[config.mk]
export PLATFORM = sky130hd
export DESIGN_NAME = rrdt_ctrl
export DESIGN_NICKNAME = d
export VERILOG_FILES = /design/src/rtl/rrdt_pkg.sv /design/src/rtl/rrdt_ctrl.sv
export SDC_FILE = /design/constraint.sdc
export NUM_CORES = 1
export LEC_CHECK = 0
export ABC_AREA = 1
export BUFFER_PORTS_ARGS = -buffer_cell sky130_fd_sc_hd__buf_2
export CELL_PAD_IN_SITES_DETAIL_PLACEMENT = 0
export CELL_PAD_IN_SITES_GLOBAL_PLACEMENT = 1
export CORE_MARGIN = 10
export CORE_UTILIZATION = 25
export DETAILED_ROUTE_END_ITERATION = 8
export PLACE_DENSITY_LB_ADDON = 0.1
export SYNTH_ARGS = -nofsm -noshare
export SYNTH_HDL_FRONTEND = slang
export SYNTH_SLANG_ARGS = --single-unit
[constraint.sdc]
create_clock -name clk -period 1.1 [get_ports clk]
set_input_delay 0.165 -clock clk [delete_from_list [all_inputs] [get_ports clk]]
set_output_delay 0.165 -clock clk [all_outputs]
set_load 0.01 [all_outputs]
[src/rtl/rrdt_pkg.sv]
// Shared types, constants and codes of the resample ratio delay tracker.
// No dependencies; every other file in rtl imports this package.
package rrdt_pkg;

	localparam int MAX_PERIOD      = 8192;
	localparam int RATIO_FRAC_BITS = 28;

	localparam int DELAY_W  = 16;
	localparam int PERIOD_W = 14;
	localparam int TGT_W    = 15;
	localparam int CUB_W    = 20;
	localparam int LIN_W    = 27;
	localparam int RATIO_W  = 31;
	localparam int CFG_W    = 31;
	localparam int IDX_W    = 3;
	localparam int OFF_W    = 18;
	localparam int DEN_W    = PERIOD_W + LIN_W;
	localparam int DIV_W    = 64;
	localparam int CNT_W    = 7;
	localparam int Q_W      = 28;
	localparam int SQ_W     = 36;
	localparam int T1_W     = DIV_W - (40 - RATIO_FRAC_BITS);
	localparam int T2_W     = 16 + RATIO_FRAC_BITS;
	localparam int MAG_W    = 32;
	localparam int RS_W     = 34;
	localparam int PROD_W   = PERIOD_W + RATIO_W;

	// Iteration counts of the divider for each quotient.
	localparam logic [CNT_W-1:0] ITER_Q = CNT_W'(16 + 20);
	localparam logic [CNT_W-1:0] ITER_C = CNT_W'(DIV_W);
	localparam logic [CNT_W-1:0] ITER_L = CNT_W'(16 + RATIO_FRAC_BITS);

	localparam logic [MAG_W-1:0]   RATIO_LIM = MAG_W'(64'd8 << RATIO_FRAC_BITS);
	localparam logic [RATIO_W-1:0] RATIO_MIN = RATIO_W'(64'd1 << (RATIO_FRAC_BITS - 2));
	localparam logic [RATIO_W-1:0] RATIO_MAX = RATIO_W'(64'd4 << RATIO_FRAC_BITS);
	localparam logic [RS_W-1:0]    DAMP_EPS  = RS_W'((64'd1 << RATIO_FRAC_BITS) / 10000);
	localparam logic [PROD_W-1:0]  ROUND_UP  = PROD_W'((64'd1 << RATIO_FRAC_BITS) - 1);

	localparam logic [TGT_W-1:0]   RST_TARGET  = TGT_W'(1024);
	localparam logic [TGT_W-1:0]   RST_MAXDIFF = TGT_W'(512);
	localparam logic [CUB_W-1:0]   RST_CUBIC   = CUB_W'(1000);
	localparam logic [LIN_W-1:0]   RST_LINEAR  = LIN_W'(1000000);
	localparam logic [RATIO_W-1:0] RST_NOMINAL = RATIO_W'(268435456);

	typedef enum logic [IDX_W-1:0] {
		REG_TARGET  = 3'd0,
		REG_MAXDIFF = 3'd1,
		REG_CUBIC   = 3'd2,
		REG_LINEAR  = 3'd3,
		REG_NOMINAL = 3'd4
	} cfg_reg_t;

	typedef enum logic [1:0] {
		ACT_NONE   = 2'd0,
		ACT_REWIND = 2'd1,
		ACT_PAD    = 2'd2
	} skip_act_t;

	typedef enum logic [1:0] {
		DIV_Q = 2'd0,
		DIV_C = 2'd1,
		DIV_L = 2'd2
	} div_sel_t;

	typedef enum logic [3:0] {
		ST_IDLE,
		ST_DIVQ,
		ST_WAITQ,
		ST_SQ,
		ST_MLO,
		ST_MHI,
		ST_DIVC,
		ST_WAITC,
		ST_DIVL,
		ST_WAITL,
		ST_FIN,
		ST_EMIT
	} state_t;

	typedef struct packed {
		logic     load;
		logic     div_go;
		logic     div_take;
		div_sel_t div_sel;
		logic     sq;
		logic     mlo;
		logic     mhi;
		logic     fin;
		logic     emit;
	} ctl_cmd_t;

	typedef struct packed {
		logic div_done;
		logic huge;
		logic out_full;
	} ctl_stat_t;

endpackage

[src/rtl/rrdt_ctrl.sv]
// Controller state machine that sequences one item through the datapath.
// Depends on rrdt_pkg for the state type and the command/status structs.
module rrdt_ctrl import rrdt_pkg::*; (
	input  logic      clk,
	input  logic      arst_n,
	input  logic      in_valid,
	output logic      in_ready,
	input  ctl_stat_t stat,
	output ctl_cmd_t  cmd
);

	state_t state_q, state_d;

	always_ff @(posedge clk or negedge arst_n) begin
		if (!arst_n) begin
			state_q <= ST_IDLE;
		end else begin
			state_q <= state_d;
		end
	end

	always_comb begin
		state_d = state_q;
		unique case (state_q)
			ST_IDLE:  if (in_valid) state_d = ST_DIVQ;
			ST_DIVQ:  state_d = ST_WAITQ;
			ST_WAITQ: if (stat.div_done) state_d = ST_SQ;
			ST_SQ:    state_d = stat.huge ? ST_FIN : ST_MLO;
			ST_MLO:   state_d = ST_MHI;
			ST_MHI:   state_d = ST_DIVC;
			ST_DIVC:  state_d = ST_WAITC;
			ST_WAITC: if (stat.div_done) state_d = ST_DIVL;
			ST_DIVL:  state_d = ST_WAITL;
			ST_WAITL: if (stat.div_done) state_d = ST_FIN;
			ST_FIN:   state_d = ST_EMIT;
			ST_EMIT:  if (!stat.out_full) state_d = ST_IDLE;
			default:  state_d = ST_IDLE;
		endcase
	end

	always_comb begin
		cmd      = '0;
		in_ready = 1'b0;
		unique case (state_q)
			ST_IDLE: begin
				in_ready = 1'b1;
				cmd.load = in_valid;
			end
			ST_DIVQ: begin
				cmd.div_sel = DIV_Q;
				cmd.div_go  = 1'b1;
			end
			ST_WAITQ: begin
				cmd.div_sel  = DIV_Q;
				cmd.div_take = stat.div_done;
			end
			ST_SQ:  cmd.sq  = 1'b1;
			ST_MLO: cmd.mlo = 1'b1;
			ST_MHI: cmd.mhi = 1'b1;
			ST_DIVC: begin
				cmd.div_sel = DIV_C;
				cmd.div_go  = 1'b1;
			end
			ST_WAITC: begin
				cmd.div_sel  = DIV_C;
				cmd.div_take = stat.div_done;
			end
			ST_DIVL: begin
				cmd.div_sel = DIV_L;
				cmd.div_go  = 1'b1;
			end
			ST_WAITL: begin
				cmd.div_sel  = DIV_L;
				cmd.div_take = stat.div_done;
			end
			ST_FIN:  cmd.fin  = 1'b1;
			ST_EMIT: cmd.emit = !stat.out_full;
			default: ;
		endcase
	end

endmodule
==> results.rst, run 1 <==
.. list-table::
   :header-rows: 1

   * - Metric
     - Value
   * - Outcome
     - finished with violations
   * - Failing checks
     - setup timing
   * - Antenna violations before repair
     - 0
   * - Final design area excluding fillers
     - 855 um2
   * - Reg-to-reg critical path startpoint
     - state_q[0]
   * - Path depth of the worst reg2reg path
     - 9
   * - Syn_nets
     - 71
   * - Most frequent standard cell in the layout excluding fill and tap cells
     - buf_4
   * - Part of the cycle the worst path needs
     - 131%
   * - RSZ-0062 raised after global routing
     - true
   * - Power density cells
     - 3040 nW/um2
   * - Diodes inserted
     - 0
   * - Maximum clock frequency
     - 695 MHz
   * - Pre-CTS WS
     - -0.170 ns
   * - Die span in y
     - 59.7 um
   * - Max-slew violation total from the final report
     - 0
   * - Area of the core region
     - 1510 um2
   * - CTS clk-pin slew, worst paths
     - 0.04 ns
   * - Cell-by-cell listing of the critical path
     - nand2_4, buf_4, nor3_1, buf_2
   * - Worst slew margin relative to its limit
     - 85.4%
   * - Classification of the worst setup path
     - flip-flop to output pin
   * - Type of destination of the critical path
     - output pin
   * - WP data arrival
     - 1.27 ns
   * - Fraction of layout cells with a size suffix above 1
     - 73.6%
   * - Cell at the slowest stage of the critical path
     - dfrtp_2
   * - Cell variety after synth
     - 17
   * - Cell family with the largest share of critical-path delay
     - flip-flops
   * - Aggregate routed wire length
     - 1480 um
   * - Starting density of the core
     - 26.2%
   * - Number of buffers on the longest clock path
     - 2
   * - Overflow left after global routing
     - 0
   * - Leak
     - 0.467 nW
   * - CTS tree
     - built
   * - Die outline area
     - 3560 um2
   * - Pin count of the biggest net entering global routing
     - 7
   * - Class of the most critical hold timing path
     - primary input to flip-flop
   * - Max-cap violations
     - 0
   * - Register name with the most flops
     - state_q
   * - DR vias
     - 573
   * - Number of inserted filler cells in the final layout
     - 148
   * - Mean Syn Cell Area
     - 6.06 um2
   * - Iteration-0 DRC count of the detailed router
     - 8
   * - Cell row count
     - 14
   * - Net switching power
     - 0.00120 W
   * - Clk_skew
     - 0.00557 ns
   * - Sequential-to-total area share from yosys stat
     - 25.4%
   * - Die width
     - 59.7 um
   * - Largest register FFs
     - 4
   * - Commonest cells after routing, fill and taps aside
     - buf_4 (18), buf_2 (14), nand2_1 (12)
   * - Number of nets in the final layout
     - 117
   * - Stage delay of the slowest cell on the critical path
     - 0.48 ns
   * - Transition time at the pin with the least slew margin
     - 0.219 ns
   * - Cell depth of the worst min-delay path
     - 2
   * - Kind of start point of the critical path
     - flip-flop
   * - Vias per std cell
     - 4.55
   * - Worst R2R End
     - state_q[0]
   * - Number of endpoints with negative hold slack in the final report
     - 0
   * - Worst EP required
     - 0.94 ns
   * - DRC Markers
     - 0
   * - Number of buffers and inverters on the critical path
     - 2
   * - Post-detailed-route wirelength per cell
     - 11.7 um
   * - Endpoint of the worst hold-timing path
     - state_q[2]
   * - Post-layout min period
     - 1.44 ns
   * - # H-tree levels
     - 1
   * - Synth Cell Area
     - 394 um2
   * - Count of endpoints failing setup in the final report
     - 14
   * - Minimum setup slack among reg-to-reg paths
     - -0.19 ns
   * - Internal power summed over all cells
     - 0.00140 W
   * - Number of port buffers
     - 16
   * - Worst-path fanout max
     - 6
   * - Latest clock arrival within the worst-skew pair
     - 0.24 ns
   * - Clock tree root buffer cell
     - clkbuf_4
   * - PnR worst setup slack
     - -0.338 ns
   * - All-layer global routing usage
     - 8.53%
   * - Setup TNS after final layout
     - -3.55 ns
   * - Origin of the worst min-delay path
     - stat[2]
   * - Cell Count Post-Placement
     - 108
   * - Routability congestion estimate
     - 0.779
   * - First-pass iteration count of the detailed router
     - 4
   * - Number of global-route vias before repair
     - 591
   * - Clock power frac
     - 7.6%
   * - Regs by FF count
     - state_q: 4 flops
   * - DPL Wire Length
     - 1100 um
   * - Number of clock sinks
     - 4
   * - Growth of design area from synthesis to finish
     - 117%
   * - Remaining number of nets flagged by the antenna check after routing
     - 0
   * - Number of buffers inserted during clock tree synthesis
     - 3
   * - Number of standard cells in the layout, taps in and fillers out
     - 126
   * - Cells after synthesis
     - 65
   * - Fraction of power spent switching nets
     - 46.1%
   * - Count of state elements after synthesis
     - 4
   * - Boundary pin count
     - 17
   * - Instance area after placement
     - 611 um2
   * - Power share of the combinational group
     - 76.8%
   * - First-pass GRT wire length
     - 2470 um
   * - Register share of total power
     - 15.6%
   * - Max VDD drop
     - 1190 uV
   * - Number of warnings printed during yosys synthesis
     - 0
## area by class of cell
class                      instances  area [um2]  area share [%]
multi-input combinational         49         345            40.4
tap                               16        20.0            2.34
inverter                          12        52.6            6.15
timing repair buffer              41         305            35.7
clock buffer                       4        26.3            3.07
sequential                         4         105            12.3
## cell usage after synthesis
library cell	n	area share, %
inv_2	6	5.7
nor3_1	4	5.1
nor2_1	7	6.7
o221ai_1	1	2.2
nand3_2	1	2.5
nand3_1	6	7.6
nand2_4	1	2.9
nand4_1	1	1.6
o21ai_1	1	1.3
nor2_2	1	1.6
o21ai_0	1	1.3
inv_1	6	5.7
nor2_4	2	5.7
dfrtp_1	4	25
nand2_2	4	6.3
a21oi_1	1	1.3
nand2_1	18	17
## power by group through the flow
stage	registers (W)	clock network (W)	logic (W)
floorplan	0.000354	0	0.000780
global route	0.000416	0.000206	0.00219
finish	0.000406	0.000197	0.00200
detailed placement	0.000378	0	0.00134
CTS	0.000385	0.000203	0.00181
global placement	0.000382	0	0.00135
## repair_timing
action	in CTS	in global routing
cloned	0	0
buffers inserted	12	1
endpoints found under the setup margin	14	15
gates resized for setup	17	13
pin swaps	10	5
hold endpoints to repair	4	0
hold buffers	1	0
## worst max-delay path by stage
stage	from	endpoint	slack, ns	cells past startpoint
after floorplan	state_q[2]	cmd[8]	-0.004	6
after global placement	state_q[0]	cmd[7]	-0.20	7
after detailed placement	state_q[0]	cmd[7]	-0.17	7
after CTS	state_q[2]	cmd[8]	-0.32	7
after global routing	state_q[1]	cmd[8]	-0.39	6
final	state_q[1]	cmd[0]	-0.34	4
## worst reg2reg max path, cell delays in order, from the launching register on
cell and delay [ns]:
dfrtp_2 0.47, inv_4 0.09, buf_6 0.12, buf_6 0.10
nand4_1 0.07, nand2_1 0.07, inv_2 0.09, nand2_2 0.07
nand2_2 0.05, nand2_1 0.05
## routing by layer
layer / vias to the layer above / global-route usage (%) / routed length, um
met5: - / 0 / 0
met4: 0 / 3.21 / 14
met3: 2 / 1.91 / 83
met2: 16 / 14.3 / 732
met1: 258 / 10.2 / 645
li1: 297 / - / -
## stage by stage
stage          total power [W]  util (%)  hold WS, ns
3_5_place_dp           0.00172      40.5      -0.0268
3_3_place_gp           0.00173      40.5      -0.0297
5_1_grt                0.00281      56.7        0.200
4_1_cts                0.00240      52.8        0.210
2_1_floorplan          0.00113         -       -0.131
6_report               0.00260      56.7        0.189
## logic make-up (layout without fill, tap and decap cells)
kind of cell,Yosys count,count (layout),synth area share (%)
AND/OR/NAND/NOR,45,45,57.1
buffers and inverters,12,57,11.4
AO/OA/AOI/OAI,4,4,6.03
flip-flops,4,4,25.4
Power figures use the tool's default switching activity.
==> run 2, diff against run 1 <==
--- a/config.mk
+++ b/config.mk
@@ -13,6 +13,7 @@
 export CORE_UTILIZATION = 25
 export DETAILED_ROUTE_END_ITERATION = 8
 export PLACE_DENSITY_LB_ADDON = 0.1
+export RECOVER_POWER = 25
 export SYNTH_ARGS = -nofsm -noshare
 export SYNTH_HDL_FRONTEND = slang
 export SYNTH_SLANG_ARGS = --single-unit
==> results.rst, run 2 (synthesis gave the netlist of run 1 again) <==
.. list-table::
   :header-rows: 1

   * - Metric
     - Value
   * - DRC Markers
     - 0
   * - Cell-by-cell listing of the critical path
     - nand2_4, buf_4, nor3_1, buf_2
   * - Power density cells
     - 3050 nW/um2
   * - Regs by FF count
     - state_q: 4 flops
   * - Class of the most critical hold timing path
     - primary input to flip-flop
   * - Fraction of layout cells with a size suffix above 1
     - 72.7%
   * - Max-slew violation total from the final report
     - 0
   * - Type of destination of the critical path
     - output pin
   * - Reg-to-reg critical path startpoint
     - state_q[0]
   * - Die width
     - 59.7 um
   * - Vias per std cell
     - 4.55
   * - Area of the core region
     - 1510 um2
   * - Largest register FFs
     - 4
   * - Number of nets in the final layout
     - 117
   * - Aggregate routed wire length
     - 1480 um
   * - PnR worst setup slack
     - -0.338 ns
   * - Origin of the worst min-delay path
     - stat[2]
   * - Classification of the worst setup path
     - flip-flop to output pin
   * - Antenna violations before repair
     - 0
   * - # H-tree levels
     - 1
   * - Boundary pin count
     - 17
   * - Number of clock sinks
     - 4
   * - Most frequent standard cell in the layout excluding fill and tap cells
     - buf_4
   * - Count of endpoints failing setup in the final report
     - 14
   * - Post-layout min period
     - 1.44 ns
   * - DR vias
     - 573
   * - Growth of design area from synthesis to finish
     - 117%
   * - Max-cap violations
     - 0
   * - Clock tree root buffer cell
     - clkbuf_4
   * - RSZ-0062 raised after global routing
     - true
   * - Cell at the slowest stage of the critical path
     - dfrtp_2
   * - Post-detailed-route wirelength per cell
     - 11.7 um
   * - Stage delay of the slowest cell on the critical path
     - 0.48 ns
   * - Max VDD drop
     - 1190 uV
   * - Failing checks
     - setup timing
   * - Routability congestion estimate
     - 0.779
   * - Hold WS
     - 0.189 ns
   * - Die outline area
     - 3560 um2
   * - Leak
     - 0.465 nW
   * - DPL Wire Length
     - 1100 um
   * - First-pass GRT wire length
     - 2470 um
   * - Latest clock arrival within the worst-skew pair
     - 0.24 ns
   * - Worst EP required
     - 0.94 ns
   * - Clk_skew
     - 0.00557 ns
   * - Pin count of the biggest net entering global routing
     - 7
   * - Worst-path fanout max
     - 6
   * - Die span in y
     - 59.7 um
   * - WP data arrival
     - 1.27 ns
   * - Number of buffers and inverters on the critical path
     - 2
   * - Register name with the most flops
     - state_q
   * - Starting density of the core
     - 26.2%
   * - Number of buffers inserted during clock tree synthesis
     - 3
   * - Part of the cycle the worst path needs
     - 131%
   * - Cell family with the largest share of critical-path delay
     - flip-flops
   * - Number of global-route vias before repair
     - 591
   * - First-pass iteration count of the detailed router
     - 4
   * - Cell row count
     - 14
   * - Overflow left after global routing
     - 0
   * - Commonest cells after routing, fill and taps aside
     - buf_4 (18), buf_2 (13), nand2_1 (12)
   * - CTS clk-pin slew, worst paths
     - 0.04 ns
   * - Transition time at the pin with the least slew margin
     - 0.219 ns
   * - Outcome
     - finished with violations
   * - Diodes inserted
     - 0
   * - Iteration-0 DRC count of the detailed router
     - 8
   * - Number of endpoints with negative hold slack in the final report
     - 0
   * - Core occupancy in the finished layout
     - 56.6%
   * - Number of buffers on the longest clock path
     - 2
   * - All-layer global routing usage
     - 8.53%
   * - Remaining number of nets flagged by the antenna check after routing
     - 0
   * - Worst slew margin relative to its limit
     - 85.4%
   * - Post-route total power
     - 0.00260 W
   * - Maximum clock frequency
     - 695 MHz
   * - Number of port buffers
     - 16
   * - Kind of start point of the critical path
     - flip-flop
   * - Worst setup path start
     - state_q[1]
   * - CTS tree
     - built
run 2: changes by cell type in the layout (fill, tap and decap cells not counted):
cell / previous run / this run
clkbuf_1: 1 / 2
buf_2: 14 / 13
run 2: worst paths after layout:
kind                              endpoint  slack (ns)  depth (start not counted)
worst max-delay path                cmd[0]       -0.34                          4
worst min-delay path            state_q[2]        0.19                          2
worst max register to register  state_q[0]       -0.19                          9
worst min register to register  state_q[2]        0.66                          3
max in group asynchronous       state_q[0]        0.61                          2
min in group asynchronous       state_q[2]        0.29                          2
run 2: what timing repair did:
action,in CTS,in global routing
pin swaps,10,5
hold endpoints to repair,4,0
gates resized for setup,17,13
setup buffers,12,1
hold buffers,1,0
endpoints found under the setup margin,14,15
run 2: power by group:
| group | total [W] | switching (W) | internal [W] |
|---|---|---|---|
| combinational | 0.00200 | 0.000962 | 0.00104 |
| clock | 0.000197 | 0.0000605 | 0.000136 |
| sequential | 0.000406 | 0.000176 | 0.000230 |
run 2: layer usage:
metal	vias up	part of all wire [%]	wire, um	track usage, %
met4	0	0.95	14	3.21
met2	16	50	733	14.3
met1	258	44	643	10.2
met5	-	0	0	0
li1	297	-	-	-
met3	2	5.6	83	1.91
run 2: final cells by class:
| type | instances | area [um2] |
|---|---|---|
| clock buffer | 4 | 26.3 |
| fill | 149 | 653 |
| inverter | 12 | 52.6 |
| multi-input combinational | 49 | 345 |
| sequential | 4 | 105 |
| tap | 16 | 20.0 |
| timing repair buffer | 41 | 304 |
run 2: through the flow:
step	TNS (ns)	cell area, um2	setup WS [ns]	std cells
floorplan	-0.00398	428	-0.00398	65
global placement	-1.22	611	-0.196	108
detailed placement	-0.996	611	-0.170	108
CTS	-3.35	796	-0.319	125
global route	-4.39	853	-0.393	126
finish	-3.55	853	-0.338	126
==> run 3, diff against run 2 <==
--- a/config.mk
+++ b/config.mk
@@ -7,12 +7,9 @@
 export LEC_CHECK = 0
 export ABC_AREA = 1
 export BUFFER_PORTS_ARGS = -buffer_cell sky130_fd_sc_hd__buf_2
-export CELL_PAD_IN_SITES_DETAIL_PLACEMENT = 0
-export CELL_PAD_IN_SITES_GLOBAL_PLACEMENT = 1
-export CORE_MARGIN = 10
-export CORE_UTILIZATION = 25
+export CORE_AREA = 2 2 39 41
 export DETAILED_ROUTE_END_ITERATION = 8
-export PLACE_DENSITY_LB_ADDON = 0.1
+export DIE_AREA = 0 0 41 43
 export RECOVER_POWER = 25
 export SYNTH_ARGS = -nofsm -noshare
 export SYNTH_HDL_FRONTEND = slang
==> results.rst, run 3 (synthesis gave the netlist of run 1 again) <==
.. list-table::
   :header-rows: 1

   * - Metric
     - Value
   * - Max-slew violation total from the final report
     - 0
   * - Maximum clock frequency
     - 705 MHz
   * - First-pass iteration count of the detailed router
     - 2
   * - Multi-input gate area in the final layout
     - 329 um2
   * - Overflow left after global routing
     - 0
   * - Number of nets in the final layout
     - 102
   * - Kind of start point of the critical path
     - flip-flop
   * - Latest clock arrival within the worst-skew pair
     - 0.23 ns
   * - Iteration-0 DRC count of the detailed router
     - 4
   * - Clk_skew
     - 0.00707 ns
   * - All-layer global routing usage
     - 15.1%
   * - Die outline area
     - 1760 um2
   * - Growth of design area from synthesis to finish
     - 79.7%
   * - Core occupancy in the finished layout
     - 51.2%
   * - Met1 global-route usage
     - 15.6%
   * - Number of inserted filler cells in the final layout
     - 142
   * - Type of destination of the critical path
     - output pin
   * - Number of buffers inserted during clock tree synthesis
     - 3
   * - Number of global-route vias before repair
     - 450
   * - Routing layer with the top usage in global route
     - met2
   * - Number of buffers on the longest clock path
     - 2
   * - PnR worst setup slack
     - -0.319 ns
   * - Largest register FFs
     - 4
   * - Antenna violations before repair
     - 0
   * - Outcome
     - finished with violations
   * - Power density cells
     - 2920 nW/um2
   * - Post-layout min period
     - 1.42 ns
   * - Number of clock sinks
     - 4
   * - Total area of sequential cells
     - 105 um2
   * - Area of the core region
     - 1380 um2
   * - Class of the most critical hold timing path
     - primary input to flip-flop
   * - # H-tree levels
     - 1
   * - Classification of the worst setup path
     - flip-flop to output pin
   * - RSZ-0062 raised after global routing
     - true
   * - First-pass GRT wire length
     - 1800 um
   * - Failing checks
     - setup timing
   * - Starting density of the core
     - 28.5%
   * - DPL Wire Length
     - 906 um
   * - Commonest cells after routing, fill and taps aside
     - nand2_1 (13), buf_2 (13), inv_2 (7)
   * - Worst-path fanout max
     - 5
   * - Part of the cycle the worst path needs
     - 129%
   * - Aggregate routed wire length
     - 1140 um
   * - DR vias
     - 504
   * - CTS clk-pin slew, worst paths
     - 0.04 ns
   * - Regs by FF count
     - state_q: 4 flops
   * - Routability congestion estimate
     - 0.770
   * - Post-route total power
     - 0.00207 W
   * - Clock tree root buffer cell
     - clkbuf_4
   * - Met3 layer usage reported by global route
     - 3.14%
   * - CTS tree
     - built
   * - Pin count of the biggest net entering global routing
     - 6
   * - Register name with the most flops
     - state_q
   * - Vias per std cell
     - 4.54
   * - Die span in y
     - 43 um
   * - Remaining number of nets flagged by the antenna check after routing
     - 0
   * - Leak
     - 0.388 nW
   * - DRC Markers
     - 0
   * - Diodes inserted
     - 0
   * - Max-cap violations
     - 0
   * - Max VDD drop
     - 1170 uV
   * - Number of endpoints with negative hold slack in the final report
     - 0
   * - Post-detailed-route wirelength per cell
     - 10.3 um
   * - Met2 Resource Use GR
     - 26.3%
   * - Die width
     - 41 um
   * - Worst EP required
     - 0.94 ns
   * - Fraction of layout cells with a size suffix above 1
     - 63.2%
   * - Transition time at the pin with the least slew margin
     - 0.195 ns
   * - WP data arrival
     - 1.25 ns
   * - Cell row count
     - 14
   * - Worst slew margin relative to its limit
     - 87.0%
   * - Number of port buffers
     - 16
   * - Count of endpoints failing setup in the final report
     - 14
   * - Boundary pin count
     - 17
==> run 3: timing repair <==
item,in CTS,in global routing
resized for setup,9,11
setup buffers,3,1
cloned,0,0
endpoints found under the hold margin,4,0
pin swaps,7,4
endpoints found under the setup margin,14,15
hold buffers,1,0
==> run 3: path summary, 6_finish.rpt <==
kind                                 start          to  slack, ns  cells past startpoint
worst max-delay path            state_q[3]      cmd[8]      -0.32                      7
worst min-delay path               stat[2]  state_q[2]       0.19                      2
worst max register to register  state_q[3]  state_q[1]      -0.19                      9
worst min register to register  state_q[1]  state_q[1]       0.60                      2
max in group asynchronous           arst_n  state_q[0]       0.63                      2
min in group asynchronous           arst_n  state_q[3]       0.27                      2
==> run 3: routing by layer <==
layer / vias to the layer above / share of wire (%)
met5: - / 0
met4: 0 / 0
met3: 0 / 4.3
met2: 13 / 54
met1: 224 / 42
li1: 267 / -
==> run 3: worst max-delay path, stage by stage, from the launching register on <==
cell,delay (ns)
dfrtp_2,0.45
inv_2,0.10
nor2_4,0.05
inv_2,0.08
nor2_4,0.03
o21ai_1,0.12
nand2_1,0.05
buf_2,0.13
==> run 3: final cells by class <==
type / count / area share [%]
sequential: 4 / 14.8
clock buffer: 4 / 3.71
timing repair buffer: 26 / 25.4
inverter: 12 / 6.71
tap: 16 / 2.83
multi-input combinational: 49 / 46.5
==> run 3: power by group <==
group          internal [W]  total [W]  switching [W]  leakage (nW)
clock              0.000136   0.000196      0.0000595        0.0150
sequential         0.000231   0.000381       0.000150        0.0448
combinational      0.000669    0.00149       0.000820         0.329
total               0.00104    0.00207        0.00103         0.388
==> run 3: per-stage QoR <==
stage | area (um2) | hold WS, ns | setup WS (ns) | instances | TNS [ns]
6_report | 708 | 0.193 | -0.319 | 111 | -3.43
5_1_grt | 708 | 0.179 | -0.420 | 111 | -4.65
4_1_cts | 664 | 0.199 | -0.327 | 111 | -3.42
3_5_place_dp | 573 | -0.0272 | -0.133 | 103 | -0.694
3_3_place_gp | 573 | -0.0272 | -0.156 | 103 | -0.705
2_1_floorplan | 428 | -0.131 | -0.00398 | 65 | -0.00398
